===== src/ckb_pkg.sv =====
// Shared constants, register codes and types for the colour-key sprite blitter.
// No dependencies; the design files refer to it by scoped names, the testbench files import it.
package ckb_pkg;

   // Screen and image geometry
   localparam int SCREEN_WIDTH   = 320;
   localparam int SCREEN_HEIGHT  = 240;
   localparam int MAX_IMAGE_SIDE = 256;
   localparam int ROW_BYTES      = 2 * SCREEN_WIDTH;

   // Field widths
   localparam int COUNT_W     = $clog2(MAX_IMAGE_SIDE);
   localparam int SIDE_W      = COUNT_W + 1;
   localparam int POS_W       = 11;
   localparam int HOT_W       = 8;
   localparam int COLOUR_W    = 8;
   localparam int KEY_W       = 9;
   localparam int ADDR_W      = 18;
   localparam int COORD_W     = POS_W + 1;
   localparam int ADDR_CALC_W = 2 * COORD_W;

   // Configuration port
   localparam int CSR_INDEX_W = 3;
   localparam int CSR_DATA_W  = 11;

   localparam logic [CSR_INDEX_W-1:0] REG_POS_X        = 3'd0;
   localparam logic [CSR_INDEX_W-1:0] REG_POS_Y        = 3'd1;
   localparam logic [CSR_INDEX_W-1:0] REG_HOT_X        = 3'd2;
   localparam logic [CSR_INDEX_W-1:0] REG_HOT_Y        = 3'd3;
   localparam logic [CSR_INDEX_W-1:0] REG_IMAGE_WIDTH  = 3'd4;
   localparam logic [CSR_INDEX_W-1:0] REG_IMAGE_HEIGHT = 3'd5;
   localparam logic [CSR_INDEX_W-1:0] REG_TRANSPARENT  = 3'd6;

   // Register file contents
   typedef struct packed {
      logic signed [POS_W-1:0]  pos_x;
      logic signed [POS_W-1:0]  pos_y;
      logic [HOT_W-1:0]         hot_x;
      logic [HOT_W-1:0]         hot_y;
      logic [SIDE_W-1:0]        image_width;
      logic [SIDE_W-1:0]        image_height;
      logic signed [KEY_W-1:0]  transparent_colour;
   } cfg_type;

   // One source pixel with its place in the image
   typedef struct packed {
      logic                valid;
      logic [COLOUR_W-1:0] colour;
      logic [COUNT_W-1:0]  col;
      logic [COUNT_W-1:0]  row;
   } pixel_type;

endpackage


===== src/ckb_config.sv =====
// Configuration register file for the blitter.
// Depends on ckb_pkg for register codes and the cfg_type struct.
module ckb_config (
   input  logic                             clock,
   input  logic                             reset,
   input  logic                             csr_write_enable,
   input  logic [ckb_pkg::CSR_INDEX_W-1:0]  csr_index,
   input  logic [ckb_pkg::CSR_DATA_W-1:0]   csr_write_data,
   output ckb_pkg::cfg_type                 cfg
);

   ckb_pkg::cfg_type cfg_ff;

   // Decode writes; unknown indexes are dropped
   always_ff @(posedge clock) begin
      if (reset) begin
         cfg_ff.pos_x              <= '0;
         cfg_ff.pos_y              <= '0;
         cfg_ff.hot_x              <= '0;
         cfg_ff.hot_y              <= '0;
         cfg_ff.image_width        <= ckb_pkg::SIDE_W'(1);
         cfg_ff.image_height       <= ckb_pkg::SIDE_W'(1);
         cfg_ff.transparent_colour <= '1;
      end else if (csr_write_enable) begin
         unique case (csr_index)
            ckb_pkg::REG_POS_X:
               cfg_ff.pos_x <= csr_write_data[ckb_pkg::POS_W-1:0];
            ckb_pkg::REG_POS_Y:
               cfg_ff.pos_y <= csr_write_data[ckb_pkg::POS_W-1:0];
            ckb_pkg::REG_HOT_X:
               cfg_ff.hot_x <= csr_write_data[ckb_pkg::HOT_W-1:0];
            ckb_pkg::REG_HOT_Y:
               cfg_ff.hot_y <= csr_write_data[ckb_pkg::HOT_W-1:0];
            ckb_pkg::REG_IMAGE_WIDTH:
               cfg_ff.image_width <= csr_write_data[ckb_pkg::SIDE_W-1:0];
            ckb_pkg::REG_IMAGE_HEIGHT:
               cfg_ff.image_height <= csr_write_data[ckb_pkg::SIDE_W-1:0];
            ckb_pkg::REG_TRANSPARENT:
               cfg_ff.transparent_colour <= csr_write_data[ckb_pkg::KEY_W-1:0];
            default: ;
         endcase
      end
   end

   assign cfg = cfg_ff;

endmodule


===== src/ckb_position.sv =====
// Input stage: takes source pixels, tracks column/row and registers each beat.
// Depends on ckb_pkg for widths and the pixel_type struct.
module ckb_position (
   input  logic                           clock,
   input  logic                           reset,
   input  ckb_pkg::cfg_type               cfg,
   input  logic                           req_valid,
   output logic                           req_ready,
   input  logic [ckb_pkg::COLOUR_W-1:0]   req_src_colour,
   input  logic                           advance,
   output ckb_pkg::pixel_type             pixel
);

   logic                           valid_ff;
   logic [ckb_pkg::COLOUR_W-1:0]   colour_ff;
   logic [ckb_pkg::COUNT_W-1:0]    col_ff, row_ff;
   logic [ckb_pkg::COUNT_W-1:0]    pix_col_ff, pix_row_ff;
   logic [ckb_pkg::COUNT_W-1:0]    col_in, row_in;
   logic                           accept;
   logic                           col_last, row_last, row_step;

   assign req_ready = !valid_ff || advance;
   assign accept    = req_valid && req_ready;

   // Raster counters: an out-of-range size never matches, so it wraps at full count
   always_comb begin
      col_last = {1'b0, col_ff} == (cfg.image_width - ckb_pkg::SIDE_W'(1));
      row_last = {1'b0, row_ff} == (cfg.image_height - ckb_pkg::SIDE_W'(1));
      row_step = col_last || (col_ff == '1);
      col_in   = col_last ? '0 : col_ff + ckb_pkg::COUNT_W'(1);
      if (row_step) begin
         row_in = row_last ? '0 : row_ff + ckb_pkg::COUNT_W'(1);
      end else begin
         row_in = row_ff;
      end
   end

   always_ff @(posedge clock) begin
      if (reset) begin
         col_ff   <= '0;
         row_ff   <= '0;
         valid_ff <= 1'b0;
      end else begin
         if (accept) begin
            col_ff   <= col_in;
            row_ff   <= row_in;
            valid_ff <= 1'b1;
         end else if (advance) begin
            valid_ff <= 1'b0;
         end
      end
   end

   // Pixel payload register
   always_ff @(posedge clock) begin
      if (accept) begin
         colour_ff  <= req_src_colour;
         pix_col_ff <= col_ff;
         pix_row_ff <= row_ff;
      end
   end

   assign pixel.valid  = valid_ff;
   assign pixel.colour = colour_ff;
   assign pixel.col    = pix_col_ff;
   assign pixel.row    = pix_row_ff;

endmodule


===== src/ckb_clip.sv =====
// Clip and colour-key test, address generation and the result register.
// Depends on ckb_pkg for geometry constants and the cfg/pixel structs.
module ckb_clip (
   input  logic                           clock,
   input  logic                           reset,
   input  ckb_pkg::cfg_type               cfg,
   input  ckb_pkg::pixel_type             pixel,
   output logic                           advance,
   output logic                           rsp_valid,
   input  logic                           rsp_ready,
   output logic [ckb_pkg::ADDR_W-1:0]     rsp_write_address,
   output logic [ckb_pkg::COLOUR_W-1:0]   rsp_pixel_colour
);

   logic signed [ckb_pkg::COORD_W-1:0]  sx, sy;
   logic [ckb_pkg::ADDR_CALC_W-1:0]     addr_full;
   logic                                on_screen, opaque, draw, slot_free;
   logic                                rsp_valid_ff;
   logic [ckb_pkg::ADDR_W-1:0]          addr_ff;
   logic [ckb_pkg::COLOUR_W-1:0]        colour_ff;

   // Screen position of the pixel: pos - hot + counter
   always_comb begin
      sx = ckb_pkg::COORD_W'(cfg.pos_x)
         - $signed({{(ckb_pkg::COORD_W - ckb_pkg::HOT_W){1'b0}}, cfg.hot_x})
         + $signed({{(ckb_pkg::COORD_W - ckb_pkg::COUNT_W){1'b0}}, pixel.col});
      sy = ckb_pkg::COORD_W'(cfg.pos_y)
         - $signed({{(ckb_pkg::COORD_W - ckb_pkg::HOT_W){1'b0}}, cfg.hot_y})
         + $signed({{(ckb_pkg::COORD_W - ckb_pkg::COUNT_W){1'b0}}, pixel.row});
      on_screen = !sx[ckb_pkg::COORD_W-1]
               && (sx < $signed(ckb_pkg::COORD_W'(ckb_pkg::SCREEN_WIDTH)))
               && !sy[ckb_pkg::COORD_W-1]
               && (sy < $signed(ckb_pkg::COORD_W'(ckb_pkg::SCREEN_HEIGHT)));
      // a key outside 0..255 never matches
      opaque    = $signed({1'b0, pixel.colour}) != cfg.transparent_colour;
      draw      = pixel.valid && on_screen && opaque;
      addr_full = ckb_pkg::ADDR_CALC_W'(ckb_pkg::ROW_BYTES)
                  * ckb_pkg::ADDR_CALC_W'($unsigned(sy))
                + (ckb_pkg::ADDR_CALC_W'($unsigned(sx)) << 1);
   end

   // Dropped pixels leave at once; drawn ones wait for a free result slot
   assign slot_free = !rsp_valid_ff || rsp_ready;
   assign advance   = pixel.valid && (!draw || slot_free);

   always_ff @(posedge clock) begin
      if (reset) begin
         rsp_valid_ff <= 1'b0;
      end else if (draw && slot_free) begin
         rsp_valid_ff <= 1'b1;
      end else if (rsp_ready) begin
         rsp_valid_ff <= 1'b0;
      end
   end

   always_ff @(posedge clock) begin
      if (draw && slot_free) begin
         addr_ff   <= addr_full[ckb_pkg::ADDR_W-1:0];
         colour_ff <= pixel.colour;
      end
   end

   assign rsp_valid         = rsp_valid_ff;
   assign rsp_write_address = addr_ff;
   assign rsp_pixel_colour  = colour_ff;

endmodule


===== src/clipped_colour_key_blit.sv =====
// Colour-key sprite blitter with screen clipping: top level.
// Depends on ckb_pkg, ckb_config, ckb_position and ckb_clip.
//
// Program the sprite placement, hot spot, image size and transparent colour
// through the csr_ port while the block is idle, then stream the source
// image one pixel per req_ beat in raster order. Each pixel that lands on the
// 320x240 screen and differs from the transparent colour (-1 disables the
// key) gives one rsp_ beat with the byte address 640*row + 2*col of its
// doubled pair; other pixels give no beat but still advance the column and
// row counters, which wrap after the last pixel of the image. The block takes
// one pixel every clock while rsp_ready is high: a pixel is held in the input
// register, and a drawn one then passes to the result register, which drives
// its rsp_ beat.
module clipped_colour_key_blit (
   input  logic                           clock,
   input  logic                           reset,
   input  logic                           csr_write_enable,
   input  logic [ckb_pkg::CSR_INDEX_W-1:0] csr_index,
   input  logic [ckb_pkg::CSR_DATA_W-1:0]  csr_write_data,
   input  logic                           req_valid,
   output logic                           req_ready,
   input  logic [ckb_pkg::COLOUR_W-1:0]   req_src_colour,
   output logic                           rsp_valid,
   input  logic                           rsp_ready,
   output logic [ckb_pkg::ADDR_W-1:0]     rsp_write_address,
   output logic [ckb_pkg::COLOUR_W-1:0]   rsp_pixel_colour
);

   ckb_pkg::cfg_type   cfg;
   ckb_pkg::pixel_type pixel;
   logic               advance;

   // Register file
   ckb_config u_config (
      .clock            (clock),
      .reset            (reset),
      .csr_write_enable (csr_write_enable),
      .csr_index        (csr_index),
      .csr_write_data   (csr_write_data),
      .cfg              (cfg)
   );

   // Input register and raster counters
   ckb_position u_position (
      .clock          (clock),
      .reset          (reset),
      .cfg            (cfg),
      .req_valid      (req_valid),
      .req_ready      (req_ready),
      .req_src_colour (req_src_colour),
      .advance        (advance),
      .pixel          (pixel)
   );

   // Clip, key test and result register
   ckb_clip u_clip (
      .clock             (clock),
      .reset             (reset),
      .cfg               (cfg),
      .pixel             (pixel),
      .advance           (advance),
      .rsp_valid         (rsp_valid),
      .rsp_ready         (rsp_ready),
      .rsp_write_address (rsp_write_address),
      .rsp_pixel_colour  (rsp_pixel_colour)
   );

endmodule


===== config.mk =====
export PLATFORM = sky130hd
export DESIGN_NAME = clipped_colour_key_blit
export DESIGN_NICKNAME = d
export VERILOG_FILES = /design/src/ckb_pkg.sv /design/src/ckb_config.sv /design/src/ckb_position.sv /design/src/ckb_clip.sv /design/src/clipped_colour_key_blit.sv
export SDC_FILE = /design/constraint.sdc
export NUM_CORES = 1
export LEC_CHECK = 0
export BUFFER_PORTS_ARGS = -buffer_cell sky130_fd_sc_hd__buf_2
export CORE_UTILIZATION = 60
export CTS_CLUSTER_DIAMETER = 200
export DETAILED_ROUTE_END_ITERATION = 10
export PLACE_DENSITY = 0.79
export RECOVER_POWER = 25
export SETUP_SLACK_MARGIN = 0.4
export SYNTH_ARGS = -nofsm -noshare
export SYNTH_HDL_FRONTEND = slang
export SYNTH_SLANG_ARGS = --single-unit

===== constraint.sdc =====
create_clock -name clock -period 5.24 [get_ports clock]
set_input_delay 0 -clock clock [delete_from_list [all_inputs] [get_ports clock]]
set_output_delay 0 -clock clock [all_outputs]
set_load 0.1 [all_outputs]

==> results of run 1 <==
## cells in the final DEF, fill, tap and decap left out, drive strengths merged, types with 6 or more instances in the layout
cell type    count
a21oi           80
xnor2           37
xor2            21
ha              49
inv             94
nand3           29
nor4             8
clkbuf          22
o211a            6
buf             56
o211ai           8
nor3            13
edfxtp          49
nor2            26
dlygate4sd3     19
nand2          160
a211oi           6
and3            13
fa              18
a21o            12
nand2b          13
nor2b           11
o21ai           15
dfxtp           83
## area by class of cell
type                    count  area [sq um]  area share, %
flip-flops and latches    132          3133          34.86
inverters                  91         341.6          3.800
clock buffers              21         450.4          5.011
clock inverters            11         148.9          1.656
repair buffers             76         484.2          5.387
well taps                 172         215.2          2.394
multi-input cells         612          4215          46.90
## power groups by stage
stage / combinational (mW) / sequential, mW / clock (mW)
detailed placement: 0.866 / 1.18 / 0
global placement: 0.838 / 1.18 / 0
CTS: 0.893 / 1.16 / 1.23
global route: 0.994 / 1.16 / 1.28
finish: 0.892 / 1.16 / 1.22
floorplan: 0.709 / 1.17 / 0
## kinds of logic after synthesis
family	Yosys count	share of synthesized area [%]
buffers and inverters	118	6.032
AO/OA/AOI/OAI	180	15.60
XOR/XNOR	59	6.784
flip-flops	132	40.06
multiplexers	5	0.6400
adder cells (fa/ha/maj)	67	12.45
other	1	0.04795
AND/OR/NAND/NOR	300	18.38
## critical path, delay by kind of cell, from the launching register on
kind | cells | cell delay, ns
buffers and inverters | 2 | 0.12
adder cells (fa/ha/maj) | 4 | 1.45
AND/OR/NAND/NOR | 3 | 0.58
flip-flops | 1 | 0.32
AO/OA/AOI/OAI | 5 | 1.11
XOR/XNOR | 3 | 0.71
## path summary, 6_finish.rpt
check,startpoint,to,cells after the start
min,rsp_ready,u_clip.rsp_valid,3
min reg2reg,u_config.cfg[46],u_config.cfg[46],2
max,u_config.cfg[44],u_clip.rsp_write_address[17],17
max reg2reg,u_config.cfg[44],u_clip.rsp_write_address[17],17
## synthesized netlist by cell type (4+ instances only)
| cell type | count | area (sq um) |
|---|---|---|
| a211o_1 | 4 | 35.03 |
| nand2_1 | 160 | 600.6 |
| fa_1 | 18 | 360.4 |
| ha_1 | 49 | 613.1 |
| a21o_1 | 12 | 90.09 |
| dfxtp_1 | 83 | 1662 |
| o211ai_1 | 8 | 60.06 |
| a211oi_1 | 5 | 37.54 |
| o211a_1 | 6 | 60.06 |
| o21bai_1 | 5 | 37.54 |
| nor2_1 | 26 | 97.59 |
| xor2_1 | 21 | 183.9 |
| o21ai_0 | 14 | 70.07 |
| nand3b_1 | 4 | 30.03 |
| nor3_1 | 13 | 65.06 |
| a31oi_1 | 4 | 25.02 |
| o22ai_1 | 5 | 31.28 |
| nand2b_1 | 13 | 81.33 |
| and2_1 | 4 | 25.02 |
| nor2b_1 | 11 | 68.82 |
| or3_1 | 4 | 25.02 |
| inv_1 | 91 | 341.6 |
| edfxtp_1 | 49 | 1471 |
| nand3_1 | 28 | 140.1 |
| a21oi_1 | 80 | 400.4 |
| nor4_1 | 6 | 37.54 |
| xnor2_1 | 37 | 324.1 |
| and3_1 | 9 | 56.30 |
| mux2i_1 | 5 | 50.05 |
| clkbuf_1 | 19 | 71.32 |
## metrics by stage
step / worst slack, ns / utilization, % / hold slack (ns) / cells / area, sq um
2_1_floorplan: 1.119 / - / 0.09887 / 862 / 7820
5_1_grt: 0.4627 / 70.94 / 0.04954 / 1115 / 8989
4_1_cts: 0.6799 / 70.95 / 0.004391 / 1115 / 8990
6_report: 0.6885 / 70.94 / 0.02250 / 1115 / 8989
3_3_place_gp: 0.8877 / 64.72 / 0.1774 / 1064 / 8200
3_5_place_dp: 0.7815 / 64.72 / 0.1788 / 1064 / 8200
## routing by layer
layer | vias up | GRT usage [%] | part of all wire [%]
li1 | 3117 | - | -
met1 | 2956 | 35.67 | 43
met2 | 232 | 47.78 | 48
met3 | 40 | 4.826 | 6.5
met4 | 0 | 12.91 | 2.9
met5 | - | 0 | 0
## sequential cells by signal, summed over array words and instances, names as in the netlist
name                      flops
u_clip.rsp_write_address     17
u_position.valid_ff           1
u_position.pix_col_ff         8
u_position.col_ff             8
u_clip.rsp_pixel_colour       8
u_position.pix_row_ff         8
u_position.row_ff             8
u_position.colour_ff          8
u_clip.rsp_valid              1
u_config.cfg                 65
==> impl_results.md, run 1 <==
* Hold Buf Count CTS at 19
* # clock sinks at 132
* DRT Wirelength at 17760 um
* Slowest-stage cell, CP: fa_1
* Max Clk Rate at 0.2197 GHz
* Die height at 116.2 um
* Core area at 12670 sq um
* Drt wl/cell at 15.93 um
* Critical path, cell by cell: inv_1, fa_1, inv_1, ha_1, a211oi_1, o21ai_0, xor2_1, ha_1, ha_1, nor2b_1, o21ai_0, nand2b_1, a21o_1, a21oi_1, xor2_1, nor4_1, xnor3_1
* Setup crit start kind: flip-flop
* YS warnings at 0
* Fraction of registers with async set or reset after synthesis at 0%
* Unrepaired setup endpoints after global routing: false
* Layout Nets at 1024
* DRT Pass-1 Iters at 5
* Setup TNS at 0 ns
* Synthesis-to-finish area growth at 14.94%
* DRC at 0
* Synthesized flop and latch total at 132
* Pwr Density at 363.9 nW/um^2
* Clock buffer depth at 2
* Max-cap viol count at 0
* H-tree Lvls at 4
* Full die area at 13490 sq um
* Via Count at 6345
* Antenna-violating nets left at 0
* DR iter-0 viols at 437
* Proportion of layout cells with a drive suffix above 1 at 10.82%
* Most common cell on crit path: ha_1
* Clock tree root driver cell: clkbuf_16
* CP Class: flip-flop to flip-flop
* Maximum VDD drop at 0.2570 mV
* FP Rows at 41
* Initial antenna violation count at 0
* Switching share of power at 29.83%
* Worst hold path class: primary input to flip-flop
* Routability cong. at 0.8925
* Final period util at 86.86%
* Slowest cell delay on critical path at 0.49 ns
* Post-synthesis sequential area ratio at 40.06%
* Rel. slew slack at 28.82%
* Num CTS Buffers at 17
* Synth unique cells at 79
* I/O pin cnt at 55
* Post-synth EDFFs at 49
* Worst clock skew at 0.01213 ns
* Post-DP HPWL at 12120 um
* Syn avg cell area at 9.072 sq um
* Diodes inserted at 0
* Final hold violation count at 0
* R2r setup slk at 0.69 ns
* Worst-margin pin slew at 1.060 ns
* Worst-path maximum fanout at 4
* Synthesized Nets at 956
* # fillers at 957
* Pleak at 3.665 nW
* Largest net degree at the start of global routing at 67
* Starting Density at 61.72%
* Psw at 0.9757 mW
* # setup viols final at 0
* Critical Path AT at 4.71 ns
* Synthesized area at 7820 sq um
* Post-layout min period at 4.552 ns
* Vias in the first global route at 6067
* Critical path required time at 5.40 ns
* Final slew viol count at 0
* Sequential share of power at 35.4%
* First-pass GRT wire length at 29080 um
* Ys flop type: dfxtp_1
* Clock network power share at 37.3%
* Number of setup buffers added after CTS at 0
* Gate Count Post-Synth at 862
* Vias per cell at 5.691
* Crit path capture type: flip-flop
* Global Route Usage Sum at 28.32%
* GR Overflow Total at 0
* Port bufs at 53
* Die Width at 116.2 um
* Reg clk slew, reported paths at 0.06 ns
* Comb power frac at 27.3%
* Post-CTS sizing at 0
* Total power at 3.271 mW
* TritonCTS clock tree: built
* Internal power at 2.295 mW
* Worst-Skew Late Latency at 0.42 ns
* Status: completed
(Power assumes the default switching activity.)
==> run 2: changes to the inputs <==
- SYNTH_HIERARCHICAL: not set -> 1
==> impl_results.md, run 2 <==
* Internal power at 2.492 mW (+8.6%)
* Top-count cell post-synth: inv_1
* Failing checks: capacitance limit, slew limit
* Worst-margin pin slew at 3.610 ns (+2.551 ns)
* Post-layout min period at 4.778 ns (+0.2260 ns)
* CP Class: flip-flop to flip-flop
* Commonest cells after routing, fill and taps aside: 94 x inv_1, 83 x dfxtp_1, 72 x nand2b_1
* Post-synth EDFFs at 49 (unchanged)
* Port bufs at 53 (unchanged)
* Total power at 3.640 mW (+11%)
* Crit path capture type: flip-flop
* FP Rows at 42 (+2.4%)
* Synth unique cells at 93 (+18%)
* Psw at 1.148 mW (+18%)
* Core area at 13400 sq um (+5.8%)
* R2r setup slk at 0.46 ns (-0.23 ns)
* Gate Count Post-Synth at 843 (-2.2%)
* Max-cap viol count at 1 (+1)
* Global Route Usage Sum at 28.92% (+0.60 points)
* Max Clk Rate at 0.2093 GHz (-4.7%)
* Via Count at 6583 (+3.8%)
* Antenna-violating nets left at 0 (unchanged)
* Clock tree root driver cell: clkbuf_16
* DRT Pass-1 Iters at 5 (unchanged)
* Worst clock skew at 0.01094 ns (-0.001191 ns)
* # clock sinks at 132 (unchanged)
* Die height at 119.8 um (+3.1%)
* Sequential share of power at 32.0% (-3.4 points)
* Clock buffer depth at 2 (unchanged)
* Synth area leader: dfxtp_1
* Routability cong. at 0.9078 (+1.7%)
* Unrepaired setup endpoints after global routing: false
* Critical path required time at 5.42 ns (+0.02 ns)
* Layout Nets at 1014 (-0.98%)
* Slowest cell delay on critical path at 0.56 ns (+0.07 ns)
* DRC at 0 (unchanged)
* First-pass GRT wire length at 31900 um (+9.7%)
* Slowest-stage cell, CP: or4_4
* # setup viols final at 0 (unchanged)
* Critical path, cell by cell: inv_1, fa_1, inv_1, ha_1, a211oi_2, buf_4, buf_4, o21a_1, o31ai_1, a21oi_1, xnor2_2, or4b_4, o41a_1, or2b_4, nand2_2, or4_4, a2111o_2, nand4_1, o311ai_2
* Clock network power share at 33.5% (-3.8 points)
* Synthesis-to-finish area growth at 18.21%
* Ys flop type: dfxtp_1
* Top-area cell type share of the netlist area at 19.97% (-1.3 points)
* Largest net degree at the start of global routing at 99 (+48%)
* DRT Wirelength at 20210 um (+14%)
* Setup TNS at 0 ns (unchanged)
* Comb power frac at 34.6% (+7.3 points)
* H-tree Lvls at 4 (unchanged)
* Commonest non-fill, non-tap cell in the layout: inv_1
* Full die area at 14340 sq um (+6.3%)
* Worst hold path class: primary input to flip-flop
* Commonest cells post-synth: 95 x inv_1, 83 x dfxtp_1, 72 x nand2b_1, 67 x mux2i_1, 63 x nor2_1
* YS warnings at 6 (+6)
* GR Overflow Total at 0 (unchanged)
* Worst-path maximum fanout at 5 (+1)
* Synthesized area at 8320 sq um (+6.4%)
* Syn avg cell area at 9.870 sq um (+8.8%)
* Synthesized flop and latch total at 132 (unchanged)
* Pleak at 4.157 nW (+13%)
* Register area at 3133 sq um (unchanged)
* Vias in the first global route at 6456 (+6.4%)
* Initial antenna violation count at 0 (unchanged)
* Post-place instance area at 8716 sq um (+6.3%)
* Proportion of layout cells with a drive suffix above 1 at 17.93% (+7.1 points)
* Starting Density at 62.09% (+0.38 points)
* I/O pin cnt at 55 (unchanged)
* Worst-Skew Late Latency at 0.43 ns (about the same)
* Pre-CTS setup slack at 0.2461 ns (-0.5354 ns)
* Number of flip-flops under the largest register name at 65 (unchanged)
* Final WS setup at 0.4625 ns (-0.2260 ns)
* # fillers at 906 (-5.3%)
* WHS at 0.03305 ns (+0.01055 ns)
* Setup crit start kind: flip-flop
* Final slew viol count at 99 (+99)
* Fraction of registers with async set or reset after synthesis at 0% (unchanged)
* Switching share of power at 31.53% (+1.7 points)
* Buf+Inv Stages, Crit Path at 4 (+2)
* Post-synthesis sequential area ratio at 37.65% (-2.4 points)
* Die Width at 119.8 um (+3.1%)
* Synthesized Nets at 933 (-2.4%)
* Final period util at 91.17% (+4.3 points)
* Top post-synthesis cells by area: dfxtp_1 20%, edfxtp_1 18%, mux2i_1 8.1%, ha_1 6.8%, nand2b_1 5.4%
* Critical Path AT at 4.95 ns (+0.24 ns)
* Post-DP HPWL at 13530 um (+12%)
* Num CTS Buffers at 17 (unchanged)
* Rel. slew slack at -140.7% (-170 points)
* Maximum VDD drop at 0.2226 mV (-13%)
* DR iter-0 viols at 657 (+50%)
* Area of the multi-input gates at 4925 sq um (+17%)
* Crit path max-delay family: compound AO/OA/AOI/OAI gates
* Diodes inserted at 0 (unchanged)
* Drt wl/cell at 18.16 um (+14%)
* TritonCTS clock tree: built
* Final hold violation count at 0 (unchanged)
* Reg clk slew, reported paths at 0.06 ns (about the same)
* Status: complete, but fails checks
* Pwr Density at 370.1 nW/um^2 (+1.7%)
* Post-Layout Inst Area at 9836 sq um (+9.4%)
* Vias per cell at 5.915 (+3.9%)
==> run 2: cell types whose count changed after synthesis, sizes merged, moves of 6 or more <==
cell / previous run / this run
nor2: 26 / 64
nor2b: 11 / 5
o21a: 2 / 8
nand4: 2 / 8
nand2: 160 / 33
o21ai: 15 / 27
mux2i: 5 / 67
a21oi: 80 / 34
buf: 5 / 11
xor2: 21 / 28
nand2b: 13 / 72
nand3: 29 / 10
and3: 13 / 6
==> run 2: through the flow <==
step,instances,utilization (%)
2_1_floorplan,843,-
3_3_place_gp,1048,65.04
3_5_place_dp,1048,65.04
4_1_cts,1102,71.41
5_1_grt,1113,73.40
6_report,1113,73.40
==> run 2: layer usage <==
metal	track usage, %	part of all wire [%]
met5	0	0
met4	15.23	3.2
met3	6.559	6.4
met2	47.11	48
met1	35.73	42
==> run 2: worst paths after layout <==
kind | cells after the start | end | start
setup reg to reg | 19 | u_position/row_ff[2] | u_config/cfg[56]
hold / removal | 3 | u_clip/rsp_valid | rsp_ready
hold reg to reg | 0 | u_clip/rsp_pixel_colour[4] | u_position/colour_ff[4]
setup / recovery | 19 | u_position/row_ff[2] | u_config/cfg[56]
==> run 2: cell type report <==
cell class,count,share of cell area (%)
Clock buffer,21,4.580
Sequential cell,132,31.85
Tap cell,176,2.239
Clock inverter,11,1.527
Multi-Input combinational cell,586,50.07
Timing Repair Buffer,91,6.068
Inverter,96,3.664
==> run 2: cell families after synthesis <==
family          after synthesis  synth area share (%)
simple gates                255                 17.80
mux                          68                 8.195
fa+ha+maj                    63                 11.10
compound gates              136                 12.08
xor+xnor                     63                 7.053
other cells                   1               0.04507
flops                       132                 37.65
buf+inv                     125                 6.075
==> run 2: worst min-delay path: cells and delay by family <==
kind	cells	cell delay (ns)
and+or+nand+nor	1	0.19
AOI/OAI and AO/OA	1	0.13
buffers and inverters	1	0.08
==> run 2: what timing repair did <==
item / 4_1_cts / 5_1_grt
endpoints found under the setup margin: 17 / 17
endpoints found under the hold margin: 25 / 0
gates resized for setup: 7 / 32
hold buffers: 20 / 0
setup buffers: 2 / 11
pin swaps: 1 / 23
==> run 2: power by group through the flow <==
stage / clock [mW] / combinational (mW) / sequential [mW]
5_1_grt: 1.27 / 1.37 / 1.17
6_report: 1.22 / 1.26 / 1.16
3_3_place_gp: 0 / 0.990 / 1.18
4_1_cts: 1.22 / 1.08 / 1.16
3_5_place_dp: 0 / 1.04 / 1.18
2_1_floorplan: 0 / 0.834 / 1.18
==> run 3: changes to the inputs <==
- PLACE_DENSITY: 0.79 -> 0.78
- RECOVER_POWER: 25 -> 100
==> impl_results.md, run 3 (synthesized netlist as in run 2, its figures left out) <==
* Post-Layout Inst Area at 9698 sq um (-1.4%)
* Full die area at 14340 sq um (unchanged)
* Status: complete, but fails checks
* FP Rows at 42 (unchanged)
* Unrepaired setup endpoints after global routing: true
* I/O pin cnt at 55 (unchanged)
* CP Class: flip-flop to flip-flop
* DR iter-0 viols at 550 (-16%)
* Proportion of layout cells with a drive suffix above 1 at 13.30% (-4.6 points)
* Pre-CTS setup slack at 0.2298 ns (-0.01633 ns)
* Global Route Usage Sum at 29.09% (+0.17 points)
* Vias in the first global route at 6522 (+1.0%)
* Worst-Skew Late Latency at 0.42 ns (about the same)
* Starting Density at 62.09% (unchanged)
* Largest net degree at the start of global routing at 84 (-15%)
* Clock tree root driver cell: clkbuf_16
* Rel. slew slack at -96.82% (+44 points)
* # setup viols final at 0 (unchanged)
* Non-Filler Instances at 1116 (+0.27%)
* TritonCTS clock tree: built
* Worst-margin pin slew at 2.952 ns (-0.6580 ns)
* Post-Place Cells at 1048 (unchanged)
* Setup crit start kind: flip-flop
* Reg2Reg Depth at 18 (-1)
* DRT Pass-1 Iters at 5 (unchanged)
* Final WS setup at 0.4097 ns (-0.05272 ns)
* Final period util at 92.18% (+1.0 points)
* Pleak at 4.031 nW (-3.0%)
* Final slew viol count at 84 (-15%)
* Failing checks: capacitance limit, slew limit
* DRC at 0 (unchanged)
* Synthesis-to-finish area growth at 16.56%
* First-pass GRT wire length at 32420 um (+1.6%)
* Worst Hold Path Cells at 3 (unchanged)
* Final hold violation count at 0 (unchanged)
* Worst hold path class: primary input to flip-flop
* Initial antenna violation count at 1 (+1)
* Core area at 13400 sq um (unchanged)
* Clock buffer depth at 2 (unchanged)
* Post-place instance area at 8716 sq um (unchanged)
* Number of flip-flops under the largest register name at 65 (unchanged)
* Max-cap viol count at 1 (unchanged)
* Diodes inserted at 0 (unchanged)
* H-tree Lvls at 4 (unchanged)
* Commonest non-fill, non-tap cell in the layout: inv_1
* Routability cong. at 0.8682 (-4.4%)
* Num CTS Buffers at 17 (unchanged)
* Setup TNS at 0 ns (unchanged)
* CP startpoint: u_config/cfg[55]
* Post-layout min period at 4.830 ns (+0.05272 ns)
* Crit path capture type: flip-flop
* Critical Path AT at 5.12 ns (+0.17 ns)
* Max Clk Rate at 0.2070 GHz (-1.1%)
* GR Overflow Total at 0 (unchanged)
* Worst clock skew at 0.01191 ns (+0.0009628 ns)
* Min-Delay Startpoint: csr_index[1]
* Drt wl/cell at 17.85 um (-1.7%)
* Worst-path maximum fanout at 8 (+3)
* Post-DP HPWL at 13630 um (+0.76%)
* Reg clk slew, reported paths at 0.06 ns (about the same)
* Port bufs at 53 (unchanged)
* Via Count at 6532 (-0.77%)
* Die height at 119.8 um (unchanged)
* Vias per cell at 5.853 (-1.0%)
* Layout Nets at 1017 (+0.30%)
* DRT Wirelength at 19920 um (-1.4%)
* Die Width at 119.8 um (unchanged)
* Pwr Density at 363.2 nW/um^2 (-1.8%)
* Maximum VDD drop at 0.2201 mV (-1.1%)
* RR Startpoint: u_config/cfg[55]
* Commonest cells after routing, fill and taps aside: 94 x inv_1, 83 x dfxtp_1, 72 x nand2b_1
* Critical path required time at 5.53 ns (+0.11 ns)
* Antenna-violating nets left at 0 (unchanged)
* # clock sinks at 132 (unchanged)
-- run 3: through the flow --
stage | power [mW] | util (%) | hold slack, ns
floorplan | 2.017 | - | 0.09626
global placement | 2.174 | 65.04 | 0.1770
detailed placement | 2.226 | 65.04 | 0.1781
CTS | 3.436 | 71.45 | 0.02596
global route | 3.705 | 72.37 | 0.05782
finish | 3.523 | 72.37 | 0.04692
-- run 3: timing repair --
action	CTS	global route
hold endpoints to repair	26	0
pin swaps	3	27
cloned	0	0
setup buffers	2	13
setup endpoints to repair	17	33
hold buffers	21	0
resized for setup	9	24
-- run 3: cell type report --
cell class              instances  area (sq um)
multi-input cells             586          4822
fillers                       961          3702
inverters                      96         361.6
clock inverters                11         126.4
well taps                     176         220.2
clock buffers                  21         460.4
repair buffers                 94         574.3
flip-flops and latches        132          3133
-- run 3: critical path: stages (launching register included) --
cell and delay (ns):
dfxtp_1 0.33, inv_1 0.06, fa_1 0.50, inv_1 0.07, fa_1 0.48, a211oi_4 0.24, buf_4 0.14, o21bai_2 0.08
a21oi_4 0.18, mux2_4 0.33, a2111oi_4 0.36, or4b_4 0.19, o41a_1 0.13, or2b_4 0.15, nand2_2 0.09, or4_4 0.51
a2111o_2 0.48, nand2_1 0.25, nor2_1 0.12
-- run 3: per-layer routing --
layer	up-vias	routed length [um]	GRT usage, %
met5	-	0	0
met4	0	901	15.63
met3	63	1338	5.608
met2	278	9350	47.36
met1	3097	8332	36.50
li1	3094	-	-
-- run 3: final timing paths --
path              slack, ns                    endpoint
setup / recovery       0.41        u_position/col_ff[6]
hold / removal         0.05            u_config/cfg[64]
setup reg to reg       0.41        u_position/col_ff[6]
hold reg to reg        0.48  u_clip/rsp_pixel_colour[6]
-- run 3: where the power goes --
| part | internal [mW] | total, mW | switching (mW) | leakage (nW) |
|---|---|---|---|---|
| Sequential | 1.14 | 1.16 | 0.0223 | 1.14 |
| Clock | 0.728 | 1.17 | 0.446 | 0.288 |
| Combinational | 0.548 | 1.19 | 0.638 | 2.61 |
